--- src/hkrt_pkg.sv ---
// ---------------------------------------------------------------------------
// hkrt_pkg - shared types and constants
// Widths, fixed-point format, per-channel state word and register indexes.
// ---------------------------------------------------------------------------
package hkrt_pkg;

  localparam int NUM_CHANNELS = 4;
  localparam int CH_W         = 2;
  localparam int FRAC_BITS    = 8;
  localparam int SAMPLE_W     = 12;
  localparam int LEVEL_W      = 12;
  localparam int LEVELS_W     = 48;
  localparam int ACC_W        = SAMPLE_W + FRAC_BITS;
  localparam int SMOOTH_W     = 7;
  localparam int PCT_W        = 7;
  localparam int SMOOTH_MAX   = 100;
  localparam int PCT_MAX      = 100;
  localparam int POL_W        = 4;
  localparam int CFG_IDX_W    = 3;

  // floor(2^32 / 100); estimate is exact or one low for numerators below 2^32
  localparam int RECIP_SHIFT  = 32;
  localparam int RECIP_W      = 26;
  localparam logic [RECIP_W-1:0] RECIP_100 = RECIP_W'((64'd1 << RECIP_SHIFT) / 100);

  localparam logic [ACC_W-1:0] ACC_RST = ACC_W'(2500 << FRAC_BITS);

  localparam int IN_DATA_W    = ((SAMPLE_W + 7) / 8) * 8;
  localparam int OUT_FIELDS_W = SAMPLE_W + PCT_W + 1;
  localparam int OUT_DATA_W   = ((OUT_FIELDS_W + 7) / 8) * 8;
  localparam int PCT_LSB      = SAMPLE_W;
  localparam int PRESSED_BIT  = SAMPLE_W + PCT_W;

  typedef enum logic [CFG_IDX_W-1:0] {
    CFG_REST     = 3'd0,
    CFG_ACTIVE   = 3'd1,
    CFG_TRIGGER  = 3'd2,
    CFG_SMOOTH   = 3'd3,
    CFG_POLARITY = 3'd4,
    CFG_RAPID_EN = 3'd5,
    CFG_SENS     = 3'd6
  } cfg_reg_e;

  typedef struct packed {
    logic [ACC_W-1:0] acc;
    logic [ACC_W-1:0] rev_point;
    logic             rising;
    logic             rapid_pressed;
  } state_word_t;

  localparam state_word_t STATE_RST = '{
    acc:           ACC_RST,
    rev_point:     '0,
    rising:        1'b0,
    rapid_pressed: 1'b0
  };

  typedef struct packed {
    logic            en;
    logic [CH_W-1:0] addr;
    state_word_t     data;
  } mem_wr_t;

endpackage

--- src/hall_key_rapid_trigger_top.sv ---
// ---------------------------------------------------------------------------
// hall_key_rapid_trigger_top - Hall key smoothing and rapid trigger
// Per-channel moving average of ADC samples, travel percent and pressed
// flag from a fixed threshold or from rapid trigger.
// ---------------------------------------------------------------------------
//  Channel  Direction  Signals                         Contents
//  in       slave      in_tvalid/tready/tdata/tuser    sample / channel
//  out      master     out_tvalid/tready/tdata/tuser   value, pct, pressed / channel
//  cfg      write      cfg_wr_en/index/wdata           registers 0..6
//
//  One item at a time: the next sample is accepted only after the result has
//  moved into the output register. The divider (7 steps) runs only when the
//  percentage needs it, not when it clamps or is zero; the 4-stage average pipeline runs first.
//  State sits in a 4-entry memory; read on accept, written back with the result.
//  Reset is synchronous on rst_n; no clearing pass, unwritten entries read
//  as the reset state. A stalled result holds the block before write-back.
// ---------------------------------------------------------------------------
module hall_key_rapid_trigger_top import hkrt_pkg::*; (
  input  logic                  clk,
  input  logic                  rst_n,
  input  logic                  in_tvalid,
  output logic                  in_tready,
  input  logic [IN_DATA_W-1:0]  in_tdata,   // [11:0] sample
  input  logic [CH_W-1:0]       in_tuser,   // [1:0] channel
  output logic                  out_tvalid,
  input  logic                  out_tready,
  output logic [OUT_DATA_W-1:0] out_tdata,  // [11:0] smoothed_value, [18:12] travel_pct,
                                            // [19] pressed
  output logic [CH_W-1:0]       out_tuser,  // [1:0] out_channel
  input  logic                  cfg_wr_en,
  input  logic [CFG_IDX_W-1:0]  cfg_index,
  input  logic [LEVELS_W-1:0]   cfg_wdata
);

  typedef enum logic [2:0] {
    S_IDLE,
    S_READ,
    S_EMA,
    S_EVAL,
    S_DIV,
    S_DONE
  } state_t;

  state_t state_r, state_nxt;

  // configuration
  logic [LEVELS_W-1:0] rest_r, active_r, trigger_r;
  logic [SMOOTH_W-1:0] smooth_r;
  logic [POL_W-1:0]    pol_r;
  logic                rapid_en_r;
  logic [LEVEL_W-1:0]  sens_r;

  // item context
  logic [CH_W-1:0]     ch_r;
  logic [SAMPLE_W-1:0] sample_r;
  state_word_t         word_n_r;
  logic                pressed_r;
  logic [SAMPLE_W-1:0] v_r;
  logic [PCT_W-1:0]    pct_fix_r;
  logic                use_div_r;

  logic                out_valid_r;
  logic [OUT_DATA_W-1:0] out_data_r;
  logic [CH_W-1:0]     out_user_r;

  logic                accept;
  logic                out_free;
  logic                finish;
  mem_wr_t             mem_wr;
  state_word_t         mem_rd;
  logic                ema_done;
  logic [ACC_W-1:0]    ema_acc;
  logic                div_start;
  logic                div_done;
  logic [PCT_W-1:0]    div_quot;

  // evaluation
  logic [SAMPLE_W-1:0]       v;
  logic [LEVEL_W-1:0]        lv_rest, lv_act, lv_trig;
  logic                      inv;
  logic signed [LEVEL_W:0]   span, delta, span_neg, delta_neg;
  logic [LEVEL_W-1:0]        span_mag, delta_mag;
  logic                      pct_pos, pct_full;
  logic                      up, flip, reach, to_press, to_release;
  logic [ACC_W-1:0]          rp_n, travel, thr;
  logic                      rp_eq_flag;
  state_word_t               word_n;
  logic                      pressed_n;
  logic [PCT_W-1:0]          pct_out;

  function automatic logic [LEVEL_W-1:0] level_of(input logic [LEVELS_W-1:0] p,
                                                  input logic [CH_W-1:0] ch);
    return p[ch * LEVEL_W +: LEVEL_W];
  endfunction

  always_ff @(posedge clk) begin
    if (!rst_n) begin
      rest_r     <= '0;
      active_r   <= '0;
      trigger_r  <= '0;
      smooth_r   <= SMOOTH_W'(SMOOTH_MAX);
      pol_r      <= '0;
      rapid_en_r <= 1'b0;
      sens_r     <= '0;
    end else if (cfg_wr_en) begin
      case (cfg_reg_e'(cfg_index))
        CFG_REST:     rest_r     <= cfg_wdata;
        CFG_ACTIVE:   active_r   <= cfg_wdata;
        CFG_TRIGGER:  trigger_r  <= cfg_wdata;
        CFG_SMOOTH:   smooth_r   <= cfg_wdata[SMOOTH_W-1:0];
        CFG_POLARITY: pol_r      <= cfg_wdata[POL_W-1:0];
        CFG_RAPID_EN: rapid_en_r <= cfg_wdata[0];
        CFG_SENS:     sens_r     <= cfg_wdata[LEVEL_W-1:0];
        default: ;
      endcase
    end
  end

  assign accept   = in_tvalid && in_tready;
  assign out_free = !out_valid_r || out_tready;
  assign finish   = (state_r == S_DONE) && out_free;

  hkrt_state_mem u_mem (
    .clk     (clk),
    .rst_n   (rst_n),
    .wr      (mem_wr),
    .rd_en   (accept),
    .rd_addr (in_tuser),
    .rd_data (mem_rd)
  );

  hkrt_ema u_ema (
    .clk     (clk),
    .rst_n   (rst_n),
    .start   (state_r == S_READ),
    .smooth  (smooth_r),
    .sample  (sample_r),
    .acc_old (mem_rd.acc),
    .done    (ema_done),
    .acc_new (ema_acc)
  );

  hkrt_pct_div u_div (
    .clk     (clk),
    .rst_n   (rst_n),
    .start   (div_start),
    .num_mag (delta_mag),
    .den_mag (span_mag),
    .done    (div_done),
    .quot    (div_quot)
  );

  // --- travel percent setup ---
  assign v       = ema_acc[ACC_W-1:FRAC_BITS];
  assign lv_rest = level_of(rest_r, ch_r);
  assign lv_act  = level_of(active_r, ch_r);
  assign lv_trig = level_of(trigger_r, ch_r);
  assign inv     = pol_r[ch_r];

  always_comb begin
    if (inv) begin
      span  = $signed({1'b0, lv_rest}) - $signed({1'b0, lv_act});
      delta = $signed({1'b0, lv_rest}) - $signed({1'b0, v});
    end else begin
      span  = $signed({1'b0, lv_act}) - $signed({1'b0, lv_rest});
      delta = $signed({1'b0, v}) - $signed({1'b0, lv_rest});
    end
  end

  assign span_neg  = -span;
  assign delta_neg = -delta;
  assign span_mag  = span[LEVEL_W] ? span_neg[LEVEL_W-1:0] : span[LEVEL_W-1:0];
  assign delta_mag = delta[LEVEL_W] ? delta_neg[LEVEL_W-1:0] : delta[LEVEL_W-1:0];
  // positive quotient only when delta and span share a sign; equal levels give zero
  assign pct_pos   = (!delta[LEVEL_W] && (delta != '0) && !span[LEVEL_W] && (span != '0))
                  || (delta[LEVEL_W] && span[LEVEL_W]);
  assign pct_full  = delta_mag >= span_mag;
  assign div_start = (state_r == S_EVAL) && pct_pos && !pct_full;

  // --- pressed decision ---
  assign up         = ema_acc > mem_rd.rev_point;
  assign rp_eq_flag = up == mem_rd.rising;
  assign flip       = !rp_eq_flag;
  assign rp_n       = flip ? ema_acc : mem_rd.rev_point;
  assign travel     = (ema_acc >= rp_n) ? (ema_acc - rp_n) : (rp_n - ema_acc);
  assign thr        = {sens_r, {FRAC_BITS{1'b0}}};
  assign reach      = travel >= thr;
  assign to_press   = inv ? !up : up;
  assign to_release = inv ? up : !up;

  always_comb begin
    word_n     = mem_rd;
    word_n.acc = ema_acc;
    if (rapid_en_r) begin
      word_n.rising    = up;
      word_n.rev_point = rp_n;
      if (!mem_rd.rapid_pressed) begin
        word_n.rapid_pressed = to_press && reach;
      end else begin
        word_n.rapid_pressed = !(to_release && reach);
      end
      pressed_n = word_n.rapid_pressed;
    end else begin
      pressed_n = inv ? (v < lv_trig) : (v > lv_trig);
    end
  end

  // capture item and evaluation results
  always_ff @(posedge clk) begin
    if (accept) begin
      ch_r     <= in_tuser;
      sample_r <= in_tdata[SAMPLE_W-1:0];
    end
    if (state_r == S_EVAL) begin
      word_n_r  <= word_n;
      pressed_r <= pressed_n;
      v_r       <= v;
      pct_fix_r <= pct_pos ? PCT_W'(PCT_MAX) : '0;
      use_div_r <= pct_pos && !pct_full;
    end
  end

  assign pct_out = use_div_r ? div_quot : pct_fix_r;

  always_comb begin
    mem_wr.en   = finish;
    mem_wr.addr = ch_r;
    mem_wr.data = word_n_r;
  end

  always_comb begin
    state_nxt = state_r;
    case (state_r)
      S_IDLE:  if (in_tvalid) state_nxt = S_READ;
      S_READ:  state_nxt = S_EMA;
      S_EMA:   if (ema_done) state_nxt = S_EVAL;
      S_EVAL:  state_nxt = div_start ? S_DIV : S_DONE;
      S_DIV:   if (div_done) state_nxt = S_DONE;
      S_DONE:  if (out_free) state_nxt = S_IDLE;
      default: state_nxt = S_IDLE;
    endcase
  end

  always_ff @(posedge clk) begin
    if (!rst_n) begin
      state_r     <= S_IDLE;
      out_valid_r <= 1'b0;
    end else begin
      state_r <= state_nxt;
      if (finish) begin
        out_valid_r <= 1'b1;
        out_user_r  <= ch_r;
        out_data_r  <= OUT_DATA_W'({pressed_r, pct_out, v_r});
      end else if (out_tready) begin
        out_valid_r <= 1'b0;
      end
    end
  end

  assign in_tready  = (state_r == S_IDLE);
  assign out_tvalid = out_valid_r;
  assign out_tdata  = out_data_r;
  assign out_tuser  = out_user_r;

endmodule

--- src/hkrt_state_mem.sv ---
// ---------------------------------------------------------------------------
// hkrt_state_mem - per-channel state memory
// One write port, one read port, registered read data; entries never
// written read back as the reset state word.
// ---------------------------------------------------------------------------
module hkrt_state_mem import hkrt_pkg::*; (
  input  logic            clk,
  input  logic            rst_n,
  input  mem_wr_t         wr,
  input  logic            rd_en,
  input  logic [CH_W-1:0] rd_addr,
  output state_word_t     rd_data
);

  state_word_t               mem [NUM_CHANNELS];
  state_word_t               rd_q_r;
  logic [NUM_CHANNELS-1:0]   vld_r;
  logic                      rd_vld_r;

  always_ff @(posedge clk) begin
    if (wr.en) begin
      mem[wr.addr] <= wr.data;
    end
    if (rd_en) begin
      rd_q_r <= mem[rd_addr];
    end
  end

  always_ff @(posedge clk) begin
    if (!rst_n) begin
      vld_r    <= '0;
      rd_vld_r <= 1'b0;
    end else begin
      if (wr.en) begin
        vld_r[wr.addr] <= 1'b1;
      end
      if (rd_en) begin
        rd_vld_r <= vld_r[rd_addr];
      end
    end
  end

  assign rd_data = rd_vld_r ? rd_q_r : STATE_RST;

endmodule

--- src/hkrt_ema.sv ---
// ---------------------------------------------------------------------------
// hkrt_ema - moving average update
// Four-stage pipeline: weight products, sum, reciprocal estimate of the
// divide by 100, remainder correction.
// ---------------------------------------------------------------------------
module hkrt_ema import hkrt_pkg::*; (
  input  logic                clk,
  input  logic                rst_n,
  input  logic                start,
  input  logic [SMOOTH_W-1:0] smooth,
  input  logic [SAMPLE_W-1:0] sample,
  input  logic [ACC_W-1:0]    acc_old,
  output logic                done,
  output logic [ACC_W-1:0]    acc_new
);

  localparam int NUM_W  = ACC_W + SMOOTH_W;
  localparam int PROD_W = NUM_W + RECIP_W;

  logic [SMOOTH_W-1:0] s_w;
  logic [SMOOTH_W-1:0] s_c;
  logic [NUM_W-1:0]    p_new_r;
  logic [NUM_W-1:0]    p_old_r;
  logic [NUM_W-1:0]    sum_r;
  logic [NUM_W-1:0]    sum2_r;
  logic [PROD_W-1:0]   prod;
  logic [ACC_W-1:0]    q_est_r;
  logic [NUM_W-1:0]    rem;
  logic [ACC_W-1:0]    acc_r;
  logic [3:0]          vld_r;

  // weights above 100 act as 100
  assign s_w = (smooth > SMOOTH_W'(SMOOTH_MAX)) ? SMOOTH_W'(SMOOTH_MAX) : smooth;
  assign s_c = SMOOTH_W'(SMOOTH_MAX) - s_w;

  assign prod = PROD_W'(sum_r) * PROD_W'(RECIP_100);
  assign rem  = sum2_r - NUM_W'(q_est_r) * NUM_W'(100);

  always_ff @(posedge clk) begin
    p_new_r <= NUM_W'(s_w) * NUM_W'({sample, {FRAC_BITS{1'b0}}});
    p_old_r <= NUM_W'(s_c) * NUM_W'(acc_old);
    sum_r   <= p_new_r + p_old_r;
    sum2_r  <= sum_r;
    q_est_r <= prod[RECIP_SHIFT +: ACC_W];
    // estimate is at most one low
    acc_r   <= q_est_r + ACC_W'(rem >= NUM_W'(100));
  end

  always_ff @(posedge clk) begin
    if (!rst_n) begin
      vld_r <= '0;
    end else begin
      vld_r <= {vld_r[2:0], start};
    end
  end

  assign done    = vld_r[3];
  assign acc_new = acc_r;

endmodule

--- src/hkrt_pct_div.sv ---
// ---------------------------------------------------------------------------
// hkrt_pct_div - travel percentage divider
// Restoring divide of |delta| * 100 by |span|, one quotient bit a cycle.
// Only used when |delta| < |span|, so the quotient fits below 128.
// ---------------------------------------------------------------------------
module hkrt_pct_div import hkrt_pkg::*; (
  input  logic               clk,
  input  logic               rst_n,
  input  logic               start,
  input  logic [LEVEL_W-1:0] num_mag,
  input  logic [LEVEL_W-1:0] den_mag,
  output logic               done,
  output logic [PCT_W-1:0]   quot
);

  localparam int REM_W = LEVEL_W + PCT_W;
  localparam int CNT_W = $clog2(PCT_W + 1);

  logic [REM_W-1:0] rem_r;
  logic [REM_W-1:0] dsr_r;
  logic [PCT_W-1:0] q_r;
  logic [CNT_W-1:0] cnt_r;
  logic             busy_r;
  logic             done_r;
  logic             ge;

  assign ge = rem_r >= dsr_r;

  always_ff @(posedge clk) begin
    if (start) begin
      rem_r <= REM_W'(num_mag) * REM_W'(PCT_MAX);
      dsr_r <= REM_W'({den_mag, {(PCT_W-1){1'b0}}});
    end else if (busy_r) begin
      if (ge) begin
        rem_r <= rem_r - dsr_r;
      end
      dsr_r <= dsr_r >> 1;
      q_r   <= {q_r[PCT_W-2:0], ge};
    end
  end

  always_ff @(posedge clk) begin
    if (!rst_n) begin
      busy_r <= 1'b0;
      done_r <= 1'b0;
      cnt_r  <= '0;
    end else begin
      done_r <= 1'b0;
      if (start) begin
        busy_r <= 1'b1;
        cnt_r  <= CNT_W'(PCT_W);
      end else if (busy_r) begin
        cnt_r <= cnt_r - CNT_W'(1);
        if (cnt_r == CNT_W'(1)) begin
          busy_r <= 1'b0;
          done_r <= 1'b1;
        end
      end
    end
  end

  assign done = done_r;
  assign quot = q_r;

endmodule

--- config.mk ---
export PLATFORM = sky130hd
export DESIGN_NAME = hall_key_rapid_trigger_top
export DESIGN_NICKNAME = d
export VERILOG_FILES = /design/src/hkrt_pkg.sv /design/src/hall_key_rapid_trigger_top.sv /design/src/hkrt_state_mem.sv /design/src/hkrt_ema.sv /design/src/hkrt_pct_div.sv
export SDC_FILE = /design/constraint.sdc
export NUM_CORES = 2
export LEC_CHECK = 0
export BUFFER_PORTS_ARGS = -buffer_cell sky130_fd_sc_hd__buf_2
export CORE_MARGIN = 2
export CORE_UTILIZATION = 59
export CTS_CLUSTER_DIAMETER = 60
export DETAILED_ROUTE_END_ITERATION = 6
export MAX_ROUTING_LAYER = met4
export PLACE_DENSITY = 0.79
export SYNTH_ARGS = -nofsm -noshare
export SYNTH_HDL_FRONTEND = slang
export SYNTH_SLANG_ARGS = --single-unit
--- constraint.sdc ---
create_clock -name clk -period 7 [get_ports clk]
set_input_delay 1.05 -clock clk [delete_from_list [all_inputs] [get_ports clk]]
set_output_delay 1.05 -clock clk [all_outputs]
set_load 0.05 [all_outputs]
# == Word level (Yosys, flattened, before mapping) ==
# Memory sizes are Yosys's and may differ from the RTL's. A register that Yosys moved wholly into a read port is not among the register bits.
# Cells that the tools add are included.
# classes
n_reduce_logical,40
n_lt_le_gt_ge,12
bitwise_logic,4
n_mux,43
mul,6
shift,3
n_addsub,14
eq_ne,17
# ops
operator,count
48-bit by 7-bit variable part select with 12-bit output,3
19-bit 2-to-1 mux,3
12-bit by 12-bit subtractor with 13-bit output,4
27-bit by 23-bit multiplier with 49-bit output (second input constant),1
42-bit 2-to-1 mux,1
20-bit greater-or-equal comparator,2
20-bit 2-to-1 mux,2
20-bit subtractor,2
18-bit 2-to-1 mux,2
27-bit adder,1
27-bit by 7-bit greater-or-equal comparator with 1-bit output (second input constant),1
7-bit by 20-bit multiplier with 27-bit output,1
27-bit subtractor,1
13-bit 2-to-1 mux,2
13-bit nonzero test,2
20-bit by 5-bit multiplier with 25-bit output (second input constant),1
12-bit 2-to-1 mux,2
12-bit negator,2
22-bit 2-to-1 mux,1
2-bit AND reduction,11
7-bit 2-to-1 mux,3
20-bit by 1-bit adder with 20-bit output,1
20-bit greater-than comparator,1
19-bit by 18-bit greater-or-equal comparator with 1-bit output,1
32 further kinds,88
# totals
word_cells,178
mem_count,1
reg_bits,469
ram_bits,168
out_inout_bits,28
# mem_list
memory,depth,word_bits,rd,rd_ports_with_merged_regs,write_ports,line,text
u_mem.mem,4,42,1,1,1,hkrt_state_mem.sv:15,state_word_t mem [NUM_CHANNELS];

# == Logic depth before layout (Yosys ltp) ==
# depth
depth_word,13
ltp_mapped,38
depth_no_buf,34

# == Modules after synthesis ==
# Synthesis repeated with hierarchy kept, for this count alone.
# hier_totals
hier_cells,5092
area_unflattened_um2,52470.3
# modules_own_cells
module,n_inst,cells_per_inst,area_each_um2,seq_area_each_um2
hkrt_ema,1,2516,24223.2,2842.7
hall_key_rapid_trigger_top,1,1824,16306.9,5875.6
hkrt_state_mem,1,327,7871.3,6406.1
hkrt_pct_div,1,425,4068.9,1341.3

# == Worst setup path before layout ==
# No wires, ideal clock.
# synth_timing
path_kind,reg2reg
startpoint,register u_mem.rd_vld_r
endpoint,register word_n_r (netlist bit mem_wr[0]) (data pin)
setup_ps,263
stages_incl_launch_ff,37
setup_slack_ps,-543
arrival_ps,7280
path_buffers,6
synth_period_minus_slack_ps,7543
required_time_ps,6737
cell_sequence,dfxtp_1 > clkbuf_1 > clkbuf_1 > nand2_1 > ha_1 > nand4_1 > or4_1 > nor3_1 > a21oi_1 > o311a_1 > clkbuf_1 > clkbuf_1 > a21oi_1 > inv_1 > ha_1 > clkbuf_1 > nand4_1 > nor3_1 > nand3_1 > o21ai_0 > nor3_1 > inv_1 > a311oi_1 > or2_1 > buf_2 > a2111oi_0 > a21oi_1 > xor2_1 > ha_1 > nand4_1 > or4_1 > a2111o_1 > a31oi_1 > o2111ai_1 > o41ai_2 > o21ai_0 > mux2i_1
# synth_rtl
item,line,text
start: declaration,hkrt_state_mem.sv:18,logic rd_vld_r;
start signal: assignment,hkrt_state_mem.sv:38,rd_vld_r <= vld_r[rd_addr];
end signal: assignment,hall_key_rapid_trigger_top.sv:215,word_n_r <= word_n;
end: declaration,hall_key_rapid_trigger_top.sv:56,state_word_t word_n_r;

# == Final worst setup path ==
# layout_timing
startpoint,register u_mem.rd_vld_r
endpoint,register pressed_r (data pin)
# layout_via
elab_chain_cells,11
word_cells_on_any_way,17
# layout_lines
item,line,text
42-bit 2-to-1 mux *,hkrt_state_mem.sv:43,assign rd_data = rd_vld_r ? rd_q_r : STATE_RST;
20-bit greater-than comparator,hall_key_rapid_trigger_top.sv:181,assign up = ema_acc > mem_rd.rev_point;
1-bit == test,hall_key_rapid_trigger_top.sv:182,assign rp_eq_flag = up == mem_rd.rising;
20-bit 2-to-1 mux,hall_key_rapid_trigger_top.sv:184,assign rp_n = flip ? ema_acc : mem_rd.rev_point;
20-bit subtractor or 20-bit greater-or-equal comparator (tied branches),hall_key_rapid_trigger_top.sv:185,assign travel = (ema_acc >= rp_n) ? (ema_acc - rp_n) : (rp_n - ema_acc);
20-bit 2-to-1 mux,hall_key_rapid_trigger_top.sv:185,
20-bit greater-or-equal comparator,hall_key_rapid_trigger_top.sv:187,assign reach = travel >= thr;
1-bit logical AND,hall_key_rapid_trigger_top.sv:200,word_n.rapid_pressed = !(to_release && reach);
1-bit zero test,hall_key_rapid_trigger_top.sv:200,
1-bit 2-to-1 mux *,hall_key_rapid_trigger_top.sv:197,if (!mem_rd.rapid_pressed) begin
1-bit 2-to-1 mux *,hall_key_rapid_trigger_top.sv:194,if (rapid_en_r) begin
via pressed_n,hall_key_rapid_trigger_top.sv:88,logic pressed_n;
end signal: assignment,hall_key_rapid_trigger_top.sv:216,pressed_r <= pressed_n;
end: declaration,hall_key_rapid_trigger_top.sv:57,logic pressed_r;
# The timed path passes the listed nets; every way through them passes the cells marked *.
# A chain may end at the register's enable or synchronous reset.

==> metrics.md <==
| Metric | Value |
|---|---|
| Unique masters post-synth | `91` |
| Number of max-slew violations in the final report | `0` |
| Slew at the pin closest to its max-slew limit | `approximately 1.2 ns` |
| DIE AREA | `between 90000 and 100000 µm²` |
| Post-synthesis area per instance | `between 10 and 15 µm²` |
| Layout-stage area growth over the synthesis result | `17.6%` |
| Share of Yosys cell area claimed by the top area cell type | `0.190` |
| Slowest library cell on the worst path | `or4_4` |
| Placeable Area | `between 80000 and 90000 µm²` |
| Max Root-Sink Buffers | `3` |
| Yosys Warn Count | `0` |
| Number of hold violations in the final report | `0` |
| Largest stage delay, worst path | `roughly 0.53 ns` |
| CTS clock-pin slew for the worst setup and hold paths | `0.07 ns` |
| Chip Width | `around 300 µm` |
| Worst-Skew Late Latency | `0.65 ns` |
| Core utilization of the finished layout | `0.701` |
| Met1 wire length | `approximately 54000 µm` |
| Total number of vias | `39793` |
| Number of global-route vias before repair | `approximately 40000` |
| Placed cell areas | `about 56000 µm²` |
| Final Cycle Share | `1.10` |
| Register area share after synthesis | `0.318` |
| Combined area of all synthesized cells | `between 50000 and 60000 µm²` |
| Class of the worst hold path | `register to register` |
| Total iterations of the first detailed-routing run | `6` |
| Number of sinks handled by clock tree synthesis | `approximately 660` |
| CP max FO | `10` |
| Number of synthesized flops with an enable pin | `about 330` |
| Total gr overflow | `0` |
| Layout cell share with drive strength beyond 1 | `0.183` |
| Drt total wl | `142000 µm` |
| WL met2 | `~70000 µm` |
| Max-cap violation count | `0` |
| Global router's overall resource usage | `0.317` |
| Setup violations, final | `3` |
| Clock root cell | `clkbuf_16` |
| CP most frequent cell | `buf_4` |
| Pin count of the biggest net entering global routing | `85` |
| Run status | `complete, but fails checks` |
| Initial DRC count | `between 3000 and 4000` |
| TritonCTS Buffers | `between 70 and 80` |
| Critical Path Start Type | `register` |
| I/O Buffers | `93` |
| Routed length on met3 | `about 11000 µm` |
| Routed wirelength normalized by instance count | `between 20 and 25 µm` |
| Unrepaired setup endpoints after global routing | `true` |
| Flip-flop and latch count after synthesis | `approximately 660` |
| Fill cells | `5935` |
| Detailed-placement wirelength estimate | `101000 µm` |
| Setup CP Type | `register to register` |
| Ports placed on the boundary | `102` |
| Worst endpoint data arrival time | `a little over 8 ns` |
| Ranking of synthesized cells by area | `edfxtp_1, ha_1, fa_1, dfxtp_1, inv_1` |
| Post-route standard cell area excluding fillers | `60900 µm²` |
| Async S/R FF share, synth | `0` |
| Max Clock Skew | `approximately 0.026 ns` |
| Dominant synthesized flop cell | `dfxtp_1` |
| Cell with the most instances after synthesis | `ha_1` |
| Number of H-tree levels | `3` |
| Initial core utilization | `0.596` |
| Non-filler instance count after layout | `about 6800` |
| Synthesized instance count | `roughly 5000` |
| Routed via count divided by cell count | `5.87` |
| Die Span Y | `between 300 and 400 µm` |
| Placed insts | `~6500` |
| Worst max-slew margin expressed relative to the limit | `0.231` |
| Achievable Freq | `between 100 and 150 MHz` |
| Hold-fix buffer count after cts | `0` |
| First-pass GRT wire length | `217000 µm` |
| Worst path setup slack after routing | `-0.728 ns` |
| Crit path time final | `7.73 ns` |
| Net count of the finished layout | `between 6000 and 7000` |
| Cell type with the largest total area after synthesis | `edfxtp_1` |
| Violated checks | `setup timing` |
| Sum of negative setup slack | `-1.96 ns` |
| Element type at the critical path end | `register` |
| Max layer used | `met4` |
| Required time of the critical path | `7.45 ns` |
| Number of placement rows | `between 100 and 150` |
| RePlAce Congestion | `just under 1` |
| TritonCTS clock tree | `yes` |
| Number of antenna violations at the first check in global routing | `15` |
| Post-detailed-route DRC marker count | `0` |
| Post-DRT Antenna Nets | `0` |
| Most instantiated cells after synthesis | `ha_1, inv_1, nand2_1, fa_1, dfxtp_1` |
==> layout make-up <==
type / instances / area, µm² / share of cell area
multi-input cells: 3534 / 33200 / 0.544
clock buffers: 101 / 2160 / 0.0355
repair buffers: 601 / 4590 / 0.0754
inverters: 664 / 2490 / 0.0409
well taps: 1155 / 1450 / 0.0237
clock inverters: 45 / 537 / 0.00881
diodes: 15 / 37.5 / 0.000616
flip-flops and latches: 659 / 16500 / 0.271
==> state kept, by name (all words and copies together), names as in the netlist, 19 cells and up <==
name / count
mem_wr: 42
u_ema.p_new_r: 19
u_mem.mem: 168
u_div.rem_r: 19
u_ema.q_est_r: 20
u_ema.acc_new: 20
active_r: 48
rest_r: 48
trigger_r: 48
out_tdata: 20
u_ema.sum2_r: 25
u_mem.rd_q_r: 42
u_ema.sum_r: 27
u_ema.p_old_r: 27
==> critical path: cells and delay by family (launching register included) <==
| kind | cells | cell delay [ns] |
|---|---|---|
| AO/OA/AOI/OAI | 17 | 3.28 |
| XOR/XNOR | 1 | 0.15 |
| adder cells (fa/ha/maj) | 3 | 0.80 |
| buffers and inverters | 7 | 1.08 |
| flip-flops | 1 | 0.42 |
| AND/OR/NAND/NOR | 7 | 1.77 |
==> metrics by stage <==
step                setup WS [ns]  hold WS (ns)
floorplan                 0.00272         0.310
global placement           -0.611         0.310
detailed placement         -0.753         0.315
CTS                       -0.0992         0.328
global route                -1.01         0.330
finish                     -0.728         0.326
==> per-layer routing <==
| layer | up-vias | GRT usage |
|---|---|---|
| li1 | 18218 | - |
| met2 | 1805 | 0.520 |
| met4 | 0 | 0.151 |
| met1 | 19269 | 0.375 |
| met3 | 501 | 0.0617 |
| met5 | - | - |
==> what timing repair did <==
item / 4_1_cts / 5_1_grt
pin swaps: 41 / 54
setup endpoints to repair: 21 / 95
setup buffers: 62 / 31
gates cloned: 3 / 1
resized for setup: 74 / 139
==> path summary, 6_finish.rpt <==
| path | depth (start not counted) | slack (ns) | from | endpoint |
|---|---|---|---|---|
| min reg2reg | 0 | 0.33 | u_ema.p_old_r[7]$_DFF_P_ | u_ema.sum_r[7]$_DFF_P_ |
| max | 35 | -0.73 | u_mem.rd_vld_r$_SDFFE_PN0P_ | pressed_r$_DFFE_PP_ |
| min | 0 | 0.33 | u_ema.p_old_r[7]$_DFF_P_ | u_ema.sum_r[7]$_DFF_P_ |
| max reg2reg | 35 | -0.73 | u_mem.rd_vld_r$_SDFFE_PN0P_ | pressed_r$_DFFE_PP_ |
==> layout by cell type, fill, tap and decap left out, types with 37 or more instances in the layout <==
| cell type | instances |
|---|---|
| xor2_1 | 71 |
| and2_1 | 41 |
| fa_1 | 389 |
| buf_4 | 480 |
| a21o_1 | 89 |
| nor2_1 | 152 |
| mux2i_1 | 60 |
| mux4_2 | 80 |
| o21a_1 | 37 |
| nand2_1 | 626 |
| and3_1 | 65 |
| nand2b_1 | 44 |
| xnor2_1 | 110 |
| nand3_1 | 70 |
| a21boi_0 | 176 |
| inv_1 | 661 |
| a21oi_1 | 176 |
| ha_1 | 646 |
| edfxtp_1 | 327 |
| clkbuf_16 | 82 |
| dfxtp_1 | 322 |
| nor3_1 | 58 |
| o21ai_0 | 106 |
| nor2b_1 | 57 |
| buf_2 | 93 |
==> cell families (layout without fill, tap and decap cells) <==
kind of cell / count (synthesis) / count (layout) / share of synthesized area
simple gates: 1255 / 1255 / 0.112
fa+ha+maj: 1070 / 1070 / 0.316
compound gates: 861 / 861 / 0.110
buf+inv: 841 / 1411 / 0.0627
flops: 659 / 659 / 0.318
xor+xnor: 193 / 193 / 0.0329
mux: 151 / 151 / 0.0489
other cells: 1 / 19 / 0.0000724
Power is not shown: default switching activity piles up to over one toggle a cycle in this logic, so the estimate is an artifact.
